--- config.mk ---
export PLATFORM = sky130hd
export DESIGN_NAME = lidar_column_frame_batcher_core
export DESIGN_NICKNAME = d
export VERILOG_FILES = /design/src/hdl/lcfb_pkg.sv /design/src/hdl/lcfb_front.sv /design/src/hdl/lcfb_queue.sv /design/src/hdl/lcfb_back.sv /design/src/hdl/lidar_column_frame_batcher_core.sv
export SDC_FILE = /design/constraint.sdc
export NUM_CORES = 2
export LEC_CHECK = 0
export ABC_AREA = 1
export BUFFER_PORTS_ARGS = -buffer_cell sky130_fd_sc_hd__buf_4
export CAP_MARGIN = 20
export CORE_ASPECT_RATIO = 0.5
export CORE_UTILIZATION = 55
export CTS_CLUSTER_SIZE = 14
export DETAILED_ROUTE_END_ITERATION = 10
export PLACE_DENSITY_LB_ADDON = 0.15
export SYNTH_ARGS = -nofsm -noshare
export SYNTH_HDL_FRONTEND = slang
export SYNTH_HIERARCHICAL = 1
export SYNTH_SLANG_ARGS = --single-unit
--- constraint.sdc ---
create_clock -name clock -period 16.09 [get_ports clock]
set_clock_uncertainty 0.05 [all_clocks]
set_input_delay 0.8045 -clock clock [delete_from_list [all_inputs] [get_ports clock]]
set_output_delay 0.8045 -clock clock [all_outputs]
set_load 0.1 [all_outputs]
--- src/hdl/lcfb_pkg.sv ---
// ----------------------------------------------------------------------------
// lcfb_pkg
// Shared types, codes and constants of the lidar column frame batcher.
// ----------------------------------------------------------------------------
`default_nettype none

package lcfb_pkg;

   localparam int MAX_COLUMNS_DEFAULT = 4096;

   localparam int INDEX_WIDTH = 13;
   localparam int FRAME_WIDTH = 16;
   localparam int MID_WIDTH   = 16;
   localparam int LOG2_WIDTH  = 3;

   localparam int CSR_INDEX_WIDTH = 1;
   localparam int CSR_DATA_WIDTH  = 13;

   localparam logic [CSR_INDEX_WIDTH-1:0] CSR_COLUMNS_PER_FRAME       = 1'd0;
   localparam logic [CSR_INDEX_WIDTH-1:0] CSR_COLUMNS_PER_PACKET_LOG2 = 1'd1;

   localparam logic [INDEX_WIDTH-1:0] COLUMNS_PER_FRAME_RESET = 13'd1024;
   localparam logic [LOG2_WIDTH-1:0]  LOG2_RESET              = 3'd4;
   localparam logic [LOG2_WIDTH-1:0]  LOG2_MAX                = 3'd6;
   localparam logic [LOG2_WIDTH-1:0]  LOG2_ILLEGAL            = 3'd7;

   localparam logic [2:0] KIND_COLUMN_WRITE  = 3'd0;
   localparam logic [2:0] KIND_ZERO_COLUMNS  = 3'd1;
   localparam logic [2:0] KIND_PACKET_TIME   = 3'd2;
   localparam logic [2:0] KIND_ZERO_SLOTS    = 3'd3;
   localparam logic [2:0] KIND_FRAME_DONE    = 3'd4;
   localparam logic [2:0] KIND_DROPPED       = 3'd5;
   localparam logic [2:0] KIND_FRAME_START   = 3'd6;

   localparam int NUM_STEPS         = 9;
   localparam int STEP_DROP         = 0;
   localparam int STEP_TAIL_COLUMNS = 1;
   localparam int STEP_TAIL_SLOTS   = 2;
   localparam int STEP_COMPLETE     = 3;
   localparam int STEP_START        = 4;
   localparam int STEP_ZERO_SLOTS   = 5;
   localparam int STEP_SLOT_WRITE   = 6;
   localparam int STEP_ZERO_COLUMNS = 7;
   localparam int STEP_COLUMN_WRITE = 8;

   localparam int QUEUE_DEPTH = 4;

   typedef struct packed {
      logic        first_column;
      logic [15:0] frame_number;
      logic [3:0]  thermal_nibble;
      logic [3:0]  shot_nibble;
      logic [15:0] column_id;
      logic [31:0] column_status;
      logic [63:0] column_timestamp;
      logic [63:0] packet_time;
   } req_type;

   typedef struct packed {
      logic [2:0]  kind;
      logic [12:0] index_start;
      logic [12:0] index_end;
      logic [63:0] time_value;
      logic [31:0] status_value;
      logic [15:0] frame_value;
      logic [7:0]  frame_flags;
      logic        last;
   } rsp_type;

   typedef struct packed {
      logic [NUM_STEPS-1:0]   steps;
      logic [15:0]            frame_number;
      logic [7:0]             frame_flags;
      logic [15:0]            old_frame;
      logic [7:0]             old_flags;
      logic [INDEX_WIDTH-1:0] tail_column_start;
      logic [INDEX_WIDTH-1:0] column_limit;
      logic [INDEX_WIDTH-1:0] tail_slot_start;
      logic [INDEX_WIDTH-1:0] slot_limit;
      logic [INDEX_WIDTH-1:0] slot_fill_start;
      logic [INDEX_WIDTH-1:0] slot_index;
      logic [INDEX_WIDTH-1:0] column_fill_start;
      logic [INDEX_WIDTH-1:0] column_index;
      logic [63:0]            packet_time;
      logic [63:0]            column_timestamp;
      logic [31:0]            column_status;
   } job_type;

endpackage

`default_nettype wire

--- src/hdl/lcfb_front.sv ---
// ----------------------------------------------------------------------------
// lcfb_front
// Holds configuration and frame tracking state, classifies each request and
// builds the job that lists the results it causes.
// ----------------------------------------------------------------------------
`default_nettype none

module lcfb_front #(
   parameter int MAX_COLUMNS = lcfb_pkg::MAX_COLUMNS_DEFAULT
) (
   input  wire                                    clock,
   input  wire                                    reset,
   input  wire                                    csr_write_enable,
   input  wire  [lcfb_pkg::CSR_INDEX_WIDTH-1:0]   csr_index,
   input  wire  [lcfb_pkg::CSR_DATA_WIDTH-1:0]    csr_write_data,
   input  wire                                    accept,
   input  lcfb_pkg::req_type                      req_data,
   output logic                                   job_push,
   output lcfb_pkg::job_type                      job
);

   localparam logic [lcfb_pkg::INDEX_WIDTH-1:0] MAX_WIDTH =
      lcfb_pkg::INDEX_WIDTH'(MAX_COLUMNS);
   localparam int PAD = lcfb_pkg::MID_WIDTH - lcfb_pkg::INDEX_WIDTH;

   logic [lcfb_pkg::INDEX_WIDTH-1:0] cfg_width_ff;
   logic [lcfb_pkg::LOG2_WIDTH-1:0]  cfg_log2_ff;

   logic [15:0]                      current_frame_ff, current_frame_in;
   logic [7:0]                       frame_status_ff, frame_status_in;
   logic                             frame_active_ff;
   logic                             dropping_ff, dropping_in;
   logic [lcfb_pkg::INDEX_WIDTH-1:0] next_column_ff, next_column_in;
   logic [lcfb_pkg::INDEX_WIDTH-1:0] next_slot_ff, next_slot_in;

   logic [lcfb_pkg::INDEX_WIDTH-1:0] width;
   logic [lcfb_pkg::LOG2_WIDTH-1:0]  lg;
   logic [lcfb_pkg::INDEX_WIDTH-1:0] slots;
   logic [15:0]                      frame_plus;
   logic [7:0]                       flags;
   logic                             reorder;
   logic                             new_frame;
   logic                             start;
   logic [lcfb_pkg::INDEX_WIDTH-1:0] column_base;
   logic [lcfb_pkg::INDEX_WIDTH-1:0] slot_base;
   logic [lcfb_pkg::MID_WIDTH-1:0]   slot_wide;
   logic [lcfb_pkg::INDEX_WIDTH-1:0] slot;
   logic [lcfb_pkg::INDEX_WIDTH-1:0] mid;
   logic                             slot_ok;
   logic                             slot_ahead;
   logic                             column_ok;
   logic                             column_ahead;
   logic [lcfb_pkg::NUM_STEPS-1:0]   steps;

   always_ff @(posedge clock) begin
      if (reset) begin
         cfg_width_ff <= lcfb_pkg::COLUMNS_PER_FRAME_RESET;
         cfg_log2_ff  <= lcfb_pkg::LOG2_RESET;
      end else if (csr_write_enable) begin
         unique case (csr_index)
            lcfb_pkg::CSR_COLUMNS_PER_FRAME: begin
               cfg_width_ff <= csr_write_data[lcfb_pkg::INDEX_WIDTH-1:0];
            end
            lcfb_pkg::CSR_COLUMNS_PER_PACKET_LOG2: begin
               cfg_log2_ff <= csr_write_data[lcfb_pkg::LOG2_WIDTH-1:0];
            end
            default: begin
            end
         endcase
      end
   end

   always_comb begin
      width = (cfg_width_ff > MAX_WIDTH) ? MAX_WIDTH : cfg_width_ff;
      lg    = (cfg_log2_ff == lcfb_pkg::LOG2_ILLEGAL) ? lcfb_pkg::LOG2_MAX : cfg_log2_ff;
      slots = width >> lg;

      frame_plus = req_data.frame_number + 16'd1;
      flags      = {req_data.shot_nibble, req_data.thermal_nibble};
      reorder    = frame_active_ff && req_data.first_column &&
                   (current_frame_ff == frame_plus);
      new_frame  = frame_active_ff && req_data.first_column && !reorder &&
                   (current_frame_ff != req_data.frame_number);
      start      = !frame_active_ff || new_frame;

      if (!frame_active_ff) begin
         dropping_in = 1'b0;
      end else if (req_data.first_column) begin
         dropping_in = reorder;
      end else begin
         dropping_in = dropping_ff;
      end

      column_base = start ? '0 : next_column_ff;
      slot_base   = start ? '0 : next_slot_ff;

      slot_wide  = req_data.column_id >> lg;
      slot       = slot_wide[lcfb_pkg::INDEX_WIDTH-1:0];
      slot_ok    = req_data.first_column && !dropping_in &&
                   (slot_wide < {{PAD{1'b0}}, slots});
      slot_ahead = slot >= slot_base;

      mid          = req_data.column_id[lcfb_pkg::INDEX_WIDTH-1:0];
      column_ok    = !dropping_in && req_data.column_status[0] &&
                     (req_data.column_id < {{PAD{1'b0}}, width});
      column_ahead = mid >= column_base;

      steps                              = '0;
      steps[lcfb_pkg::STEP_DROP]         = reorder;
      steps[lcfb_pkg::STEP_TAIL_COLUMNS] = new_frame && (next_column_ff < width);
      steps[lcfb_pkg::STEP_TAIL_SLOTS]   = new_frame && (next_slot_ff < slots);
      steps[lcfb_pkg::STEP_COMPLETE]     = new_frame;
      steps[lcfb_pkg::STEP_START]        = start;
      steps[lcfb_pkg::STEP_ZERO_SLOTS]   = slot_ok && slot_ahead && (slot_base < slot);
      steps[lcfb_pkg::STEP_SLOT_WRITE]   = slot_ok;
      steps[lcfb_pkg::STEP_ZERO_COLUMNS] = column_ok && column_ahead && (column_base < mid);
      steps[lcfb_pkg::STEP_COLUMN_WRITE] = column_ok;

      next_slot_in     = (slot_ok && slot_ahead) ? slot + 1'b1 : slot_base;
      next_column_in   = (column_ok && column_ahead) ? mid + 1'b1 : column_base;
      current_frame_in = start ? req_data.frame_number : current_frame_ff;
      frame_status_in  = start ? flags : frame_status_ff;

      job.steps             = steps;
      job.frame_number      = req_data.frame_number;
      job.frame_flags       = flags;
      job.old_frame         = current_frame_ff;
      job.old_flags         = frame_status_ff;
      job.tail_column_start = next_column_ff;
      job.column_limit      = width;
      job.tail_slot_start   = next_slot_ff;
      job.slot_limit        = slots;
      job.slot_fill_start   = slot_base;
      job.slot_index        = slot;
      job.column_fill_start = column_base;
      job.column_index      = mid;
      job.packet_time       = req_data.packet_time;
      job.column_timestamp  = req_data.column_timestamp;
      job.column_status     = req_data.column_status;

      job_push = accept && (|steps);
   end

   always_ff @(posedge clock) begin
      if (reset) begin
         current_frame_ff <= '0;
         frame_status_ff  <= '0;
         frame_active_ff  <= 1'b0;
         dropping_ff      <= 1'b0;
         next_column_ff   <= '0;
         next_slot_ff     <= '0;
      end else if (accept) begin
         current_frame_ff <= current_frame_in;
         frame_status_ff  <= frame_status_in;
         frame_active_ff  <= 1'b1;
         dropping_ff      <= dropping_in;
         next_column_ff   <= next_column_in;
         next_slot_ff     <= next_slot_in;
      end
   end

endmodule

`default_nettype wire

--- src/hdl/lcfb_queue.sv ---
// ----------------------------------------------------------------------------
// lcfb_queue
// Short job queue between the classifier and the result sequencer.
// ----------------------------------------------------------------------------
`default_nettype none

module lcfb_queue (
   input  wire                 clock,
   input  wire                 reset,
   input  wire                 push,
   input  lcfb_pkg::job_type   push_data,
   input  wire                 pop,
   output lcfb_pkg::job_type   pop_data,
   output logic                full,
   output logic                empty
);

   localparam int DEPTH       = lcfb_pkg::QUEUE_DEPTH;
   localparam int PTR_WIDTH   = $clog2(DEPTH);
   localparam int COUNT_WIDTH = $clog2(DEPTH + 1);
   localparam logic [PTR_WIDTH-1:0]   LAST_PTR  = PTR_WIDTH'(DEPTH - 1);
   localparam logic [COUNT_WIDTH-1:0] FULL_COUNT = COUNT_WIDTH'(DEPTH);

   lcfb_pkg::job_type       entries_ff [DEPTH];
   logic [PTR_WIDTH-1:0]    write_ptr_ff, write_ptr_in;
   logic [PTR_WIDTH-1:0]    read_ptr_ff, read_ptr_in;
   logic [COUNT_WIDTH-1:0]  count_ff, count_in;
   logic                    do_push;
   logic                    do_pop;

   always_comb begin
      full     = count_ff == FULL_COUNT;
      empty    = count_ff == '0;
      do_push  = push && !full;
      do_pop   = pop && !empty;
      pop_data = entries_ff[read_ptr_ff];

      write_ptr_in = write_ptr_ff;
      if (do_push) begin
         write_ptr_in = (write_ptr_ff == LAST_PTR) ? '0 : write_ptr_ff + 1'b1;
      end
      read_ptr_in = read_ptr_ff;
      if (do_pop) begin
         read_ptr_in = (read_ptr_ff == LAST_PTR) ? '0 : read_ptr_ff + 1'b1;
      end
      count_in = count_ff;
      if (do_push && !do_pop) begin
         count_in = count_ff + 1'b1;
      end else if (do_pop && !do_push) begin
         count_in = count_ff - 1'b1;
      end
   end

   always_ff @(posedge clock) begin
      if (do_push) begin
         entries_ff[write_ptr_ff] <= push_data;
      end
   end

   always_ff @(posedge clock) begin
      if (reset) begin
         write_ptr_ff <= '0;
         read_ptr_ff  <= '0;
         count_ff     <= '0;
      end else begin
         write_ptr_ff <= write_ptr_in;
         read_ptr_ff  <= read_ptr_in;
         count_ff     <= count_in;
      end
   end

endmodule

`default_nettype wire

--- src/hdl/lcfb_back.sv ---
// ----------------------------------------------------------------------------
// lcfb_back
// Result sequencer: walks the pending steps of one job in step order and
// presents one result per cycle through the output register unless held.
// ----------------------------------------------------------------------------
`default_nettype none

module lcfb_back (
   input  wire                 clock,
   input  wire                 reset,
   input  lcfb_pkg::job_type   job,
   input  wire                 job_empty,
   output logic                job_pop,
   input  wire                 rsp_pop,
   output logic                rsp_empty,
   output lcfb_pkg::rsp_type   rsp_data
);

   logic [lcfb_pkg::NUM_STEPS-1:0] steps_ff, steps_in;
   lcfb_pkg::job_type              job_ff;
   logic                           out_valid_ff, out_valid_in;
   lcfb_pkg::rsp_type              out_data_ff;

   logic                           busy;
   logic                           emit;
   logic [lcfb_pkg::NUM_STEPS-1:0] low;
   logic [lcfb_pkg::NUM_STEPS-1:0] remaining;
   lcfb_pkg::rsp_type              result;

   always_comb begin
      busy      = |steps_ff;
      emit      = busy && (!out_valid_ff || rsp_pop);
      low       = steps_ff & (~steps_ff + 1'b1);
      remaining = steps_ff & ~low;
      job_pop   = !job_empty && (!busy || (emit && (remaining == '0)));

      if (job_pop) begin
         steps_in = job.steps;
      end else if (emit) begin
         steps_in = remaining;
      end else begin
         steps_in = steps_ff;
      end

      if (emit) begin
         out_valid_in = 1'b1;
      end else if (rsp_pop) begin
         out_valid_in = 1'b0;
      end else begin
         out_valid_in = out_valid_ff;
      end

      result      = '0;
      result.last = remaining == '0;
      if (low[lcfb_pkg::STEP_DROP]) begin
         result.kind        = lcfb_pkg::KIND_DROPPED;
         result.frame_value = job_ff.frame_number;
      end else if (low[lcfb_pkg::STEP_TAIL_COLUMNS]) begin
         result.kind        = lcfb_pkg::KIND_ZERO_COLUMNS;
         result.index_start = job_ff.tail_column_start;
         result.index_end   = job_ff.column_limit;
      end else if (low[lcfb_pkg::STEP_TAIL_SLOTS]) begin
         result.kind        = lcfb_pkg::KIND_ZERO_SLOTS;
         result.index_start = job_ff.tail_slot_start;
         result.index_end   = job_ff.slot_limit;
      end else if (low[lcfb_pkg::STEP_COMPLETE]) begin
         result.kind        = lcfb_pkg::KIND_FRAME_DONE;
         result.frame_value = job_ff.old_frame;
         result.frame_flags = job_ff.old_flags;
      end else if (low[lcfb_pkg::STEP_START]) begin
         result.kind        = lcfb_pkg::KIND_FRAME_START;
         result.frame_value = job_ff.frame_number;
         result.frame_flags = job_ff.frame_flags;
      end else if (low[lcfb_pkg::STEP_ZERO_SLOTS]) begin
         result.kind        = lcfb_pkg::KIND_ZERO_SLOTS;
         result.index_start = job_ff.slot_fill_start;
         result.index_end   = job_ff.slot_index;
      end else if (low[lcfb_pkg::STEP_SLOT_WRITE]) begin
         result.kind        = lcfb_pkg::KIND_PACKET_TIME;
         result.index_start = job_ff.slot_index;
         result.time_value  = job_ff.packet_time;
      end else if (low[lcfb_pkg::STEP_ZERO_COLUMNS]) begin
         result.kind        = lcfb_pkg::KIND_ZERO_COLUMNS;
         result.index_start = job_ff.column_fill_start;
         result.index_end   = job_ff.column_index;
      end else begin
         result.kind         = lcfb_pkg::KIND_COLUMN_WRITE;
         result.index_start  = job_ff.column_index;
         result.time_value   = job_ff.column_timestamp;
         result.status_value = job_ff.column_status;
      end

      rsp_empty = !out_valid_ff;
      rsp_data  = out_data_ff;
   end

   always_ff @(posedge clock) begin
      if (job_pop) begin
         job_ff <= job;
      end
      if (emit) begin
         out_data_ff <= result;
      end
   end

   always_ff @(posedge clock) begin
      if (reset) begin
         steps_ff     <= '0;
         out_valid_ff <= 1'b0;
      end else begin
         steps_ff     <= steps_in;
         out_valid_ff <= out_valid_in;
      end
   end

`ifndef ASSERT_OFF
   a_loaded_job_has_work: assert property (@(posedge clock) disable iff (reset)
      job_pop |=> (steps_ff != '0))
      else $error("sequencer loaded a job with no pending steps");

   a_drop_stands_alone: assert property (@(posedge clock) disable iff (reset)
      steps_ff[lcfb_pkg::STEP_DROP] |-> $onehot(steps_ff))
      else $error("drop step shares a job with other steps");

   a_result_budget: assert property (@(posedge clock) disable iff (reset)
      $countones(steps_ff) <= 8)
      else $error("job holds more than eight results");

   a_no_overwrite: assert property (@(posedge clock) disable iff (reset)
      (out_valid_ff && !rsp_pop) |-> !emit)
      else $error("output register overwritten before it was taken");
`endif

endmodule

`default_nettype wire

--- src/hdl/lidar_column_frame_batcher_core.sv ---
// ----------------------------------------------------------------------------
// lidar_column_frame_batcher_core
// Gathers lidar column headers into frames and issues column, packet time,
// zero-fill, frame start, frame complete and drop results.
// ----------------------------------------------------------------------------
// A request is taken in any cycle in which req_full is low: the classifier
// updates the frame state in the cycle of acceptance and files a job in a
// four-entry queue. The sequencer emits one result per cycle from the head
// job while the result port is not held back; a request causes zero to
// eight results, and one that causes no result files no job and costs the
// sequencer nothing. A first result passes the queue entry, the job register
// and the output register before it reaches the result port. Sustained
// throughput is set by the sequencer's one result per cycle.
`default_nettype none

module lidar_column_frame_batcher_core #(
   parameter int MAX_COLUMNS = lcfb_pkg::MAX_COLUMNS_DEFAULT
) (
   input  wire                                    clock,
   input  wire                                    reset,
   input  wire                                    csr_write_enable,
   input  wire  [lcfb_pkg::CSR_INDEX_WIDTH-1:0]   csr_index,
   input  wire  [lcfb_pkg::CSR_DATA_WIDTH-1:0]    csr_write_data,
   input  wire                                    req_push,
   output logic                                   req_full,
   input  lcfb_pkg::req_type                      req_data,
   output logic                                   rsp_empty,
   input  wire                                    rsp_pop,
   output lcfb_pkg::rsp_type                      rsp_data
);

   logic                queue_full;
   logic                queue_empty;
   logic                accept;
   logic                job_push;
   logic                job_pop;
   lcfb_pkg::job_type   front_job;
   lcfb_pkg::job_type   head_job;

   assign req_full = queue_full;
   assign accept   = req_push && !queue_full;

   lcfb_front #(
      .MAX_COLUMNS (MAX_COLUMNS)
   ) u_front (
      .clock            (clock),
      .reset            (reset),
      .csr_write_enable (csr_write_enable),
      .csr_index        (csr_index),
      .csr_write_data   (csr_write_data),
      .accept           (accept),
      .req_data         (req_data),
      .job_push         (job_push),
      .job              (front_job)
   );

   lcfb_queue u_queue (
      .clock     (clock),
      .reset     (reset),
      .push      (job_push),
      .push_data (front_job),
      .pop       (job_pop),
      .pop_data  (head_job),
      .full      (queue_full),
      .empty     (queue_empty)
   );

   lcfb_back u_back (
      .clock     (clock),
      .reset     (reset),
      .job       (head_job),
      .job_empty (queue_empty),
      .job_pop   (job_pop),
      .rsp_pop   (rsp_pop),
      .rsp_empty (rsp_empty),
      .rsp_data  (rsp_data)
   );

endmodule

`default_nettype wire
==> impl_metrics.toml <==
[routing]
drc = 0
routed_via_density = 5.91
drt_iter0_markers = 4571
firstDrtPassIters = 5
wl_per_cell_um = 24.5
vias = 43742
totalWireLength_mm = 181
postRouteAntennaNets = 0

[cts]
clk_path_buf_depth = 3
cts.sinks = 1833
cts_hold_buf = 0
post_cts_buffers = 0
h-tree-depth = 4
clk_latency_ps = 800
cts_root_buffer = "clkbuf_16"
clkTransAtPathRegs_ps = 70
tritoncts = "done"
cts_resized = 0
cts_made_buffers = 158

[power]
total_power_mw = 15.5
powerDensity_nw_per_um2 = 193
peakVddDrop_v = 0.000229
leakage_nw = 28.3

[grt]
overflow = 0
grt_pass1_vias = 42042
grt_usage = 0.268
grt_pass1_wl_mm = 266
grt_start_max_net_pins = 248
antenna_found_initial = 8

[timing]
max_freq_mhz = 123
tns_ps = 0
tightestPinTransition_ps = 1260
post-route-period-util = 0.505
max-slew-margin-rel = 0.159
drv_slew = 0
setup_ws_ps = 7970
rsz0062_at_grt = "false"
hold_slack_ps = 170
fin_crit_ps = 8120
setup_viol = 0
hold_viol = 0

[placement]
place.port_buffers = 371
place_area_um2 = 75500
dp_cells = 7126
gp_congestion = 0.925
pre_cts_ws_ps = 8290
hpwl_mm = 105

[layout]
instances_no_fill = 7398
final_core_util = 0.618
syn_to_final_growth_pct = 10.3
fillers = 9687
fin_nets = 5835
drive_gt1_frac = 0.125
final_area_um2 = 80400

[logic_synthesis]
synth-simple-area-share = 0.0820
synthAdderAreaFrac = 0.0145
synth_mux_area_frac = 0.000275
synthArstFlopShare = 0
synth.distinct_cells = 63
synth_area_um2 = 72800
ys.flop_type = "edfxtp_1"
synth-seq-cells = 1833
seq_area_frac_synth = 0.744
syn_nets = 5747
syn_inst = 5443
ys_warn_count = 6
synthXorXnorAreaFrac = 0.00517
avgSynthCellArea_um2 = 13.4
synth_compound_area_frac = 0.102
synth_edf_count = 1746
synth_top_family_by_area = "compound AO/OA/AOI/OAI gates"

[flow_run]
maxCapViolCount = 0

[worst_setup_path]
crit_buf_inv = 4
reg2reg_depth = 16
path_max_fanout = 143
path_depth = 16
worstPathRequired_ps = 16430
critPathArrivalTime_ps = 8460
r2r-start = "u_front/cfg_log2_ff[1]$_SDFFE_PP0P_"
crit_path_cell_trace = "clkinv_1, o21ai_1, inv_1, o21ai_1, ha_1, a21oi_1, o21ai_0, o21ai_1, nand2_1, nor2_2, nand2_1, a21oi_1, nand2_1, nor2_4, buf_12, buf_4"
critical_path_class = "reg -> reg"
critPathCapture = "u_queue/entries_ff[0][36]$_DFFE_PP_"
crit_path_start = "u_front/cfg_log2_ff[1]$_SDFFE_PP0P_"
cp_top_family = "buffers and inverters"
r2r-end = "u_queue/entries_ff[0][36]$_DFFE_PP_"
start_kind = "register"
slowest_delay_ps = 970
cp_slowest_cell = "dfxtp_1"
endpoint_kind = "register"
r2r_slack_ps = 7970

[worst_hold_path]
hp-class = "in -> reg"

[floorplanning]
core_um2 = 130000
die_w_um = 517
io_pins = 372
die_area_um2 = 134000
core.rowCount = 93
start_util = 0.560
die-height_um = 259

[status]
status = "completed"
==> layout by cell type, fill, tap and decap left out, drive strengths merged, types with 31 or more instances in the layout <==
cell type     n
clkinv       31
nor2        845
nand4        42
inv         243
ha           83
o22ai       322
nand2       414
buf         420
a22o         72
clkbuf      227
edfxtp     1746
dfxtp        87
nand3       109
xor2         35
o21ai       772
a21oi        80
==> worst register-to-register path: cells and delay by family (launching register included) <==
family	cells	cell delay, ps
buffers and inverters	4	2920
AO/OA/AOI/OAI	6	1790
AND/OR/NAND/NOR	5	1560
flip-flops	1	970
adder cells (fa/ha/maj)	1	370
==> worst min path at each step <==
| stage | end | cells past startpoint | slack [ps] | from |
|---|---|---|---|---|
| floorplan | u_front/dropping_ff$_SDFFE_PP0P_ | 2 | 400 | u_front/dropping_ff$_SDFFE_PP0P_ |
| global placement | u_queue/entries_ff[1][268]$_DFFE_PP_ | 0 | 410 | u_front/frame_status_ff[4]$_SDFFE_PP0P_ |
| detailed placement | u_front/cfg_width_ff[11]$_SDFFE_PP0P_ | 2 | 430 | u_front/cfg_width_ff[11]$_SDFFE_PP0P_ |
| CTS | u_queue/entries_ff[2][17]$_DFFE_PP_ | 1 | 110 | req_data[145] |
| global route | u_queue/entries_ff[0][43]$_DFFE_PP_ | 1 | 150 | req_data[75] |
| finish | u_queue/entries_ff[3][28]$_DFFE_PP_ | 1 | 170 | req_data[156] |
==> cells by family after synthesis <==
logic type      count (synthesis)
fa+ha+maj                      84
compound gates               1301
simple gates                 1443
flops                        1833
mux                             2
xor+xnor                       43
buf+inv                       737
==> sequential cells by signal (all words and copies together), names as in the netlist, 2 cells and up, named ones only <==
name                      cells
u_queue/entries_ff         1284
u_back/job_ff               312
u_back/rsp_data             150
u_front/current_frame_ff     16
u_front/cfg_width_ff         13
u_front/next_column_ff       13
u_front/next_slot_ff         13
u_back/steps_ff               9
u_front/frame_status_ff       8
u_front/cfg_log2_ff           3
u_queue/count_ff              3
u_queue/read_ptr_ff           2
u_queue/write_ptr_ff          2
==> cell type report <==
class | instances | area (µm²) | area share
well taps | 1757 | 2200 | 0.0274
diodes | 6 | 15.0 | 0.000187
repair buffers | 420 | 3300 | 0.0410
flip-flops and latches | 1833 | 54200 | 0.674
inverters | 245 | 938 | 0.0117
clock inverters | 37 | 390 | 0.00486
multi-input cells | 2873 | 14900 | 0.185
clock buffers | 227 | 4450 | 0.0554
==> cells in the mapped netlist, types with 4 or more instances <==
cell type / number / share of area
nor2_2: 11 / 0.00094
inv_2: 14 / 0.00072
xnor2_1: 8 / 0.00096
nand2_1: 399 / 0.021
nor2_1: 824 / 0.042
clkinv_1: 4 / 0.00021
nand3_2: 7 / 0.00096
nor4_1: 4 / 0.00034
xor2_1: 35 / 0.0042
buf_6: 10 / 0.0015
inv_1: 226 / 0.012
a21oi_1: 76 / 0.0052
o22ai_1: 322 / 0.028
clkbuf_1: 171 / 0.0088
o21ai_1: 279 / 0.019
ha_1: 83 / 0.014
nor3_1: 13 / 0.00089
nand2_4: 5 / 0.00077
a22o_1: 72 / 0.0087
dfxtp_1: 87 / 0.024
o21ai_0: 484 / 0.033
o2111ai_1: 9 / 0.0011
edfxtp_1: 1746 / 0.72
buf_2: 66 / 0.0045
nand2_2: 10 / 0.00086
nor2_4: 9 / 0.0014
o21ai_2: 9 / 0.0011
nand3_1: 101 / 0.0069
buf_4: 239 / 0.025
o211ai_1: 30 / 0.0031
nand4_1: 41 / 0.0035
==> report_power, final <==
group	internal (mW)	total, mW	switching [mW]	leakage (nW)
Combinational	0.936	4.65	3.71	9.03
Sequential	6.80	7.19	0.393	16.9
Clock	1.99	3.66	1.68	2.34
==> per-layer routing <==
layer / track usage / wire, µm
met5: 0 / 10
met4: 0.0747 / 3810
met3: 0.0434 / 13800
met2: 0.427 / 85800
met1: 0.384 / 77800
No activity file was read; power rests on OpenSTA's default activity.
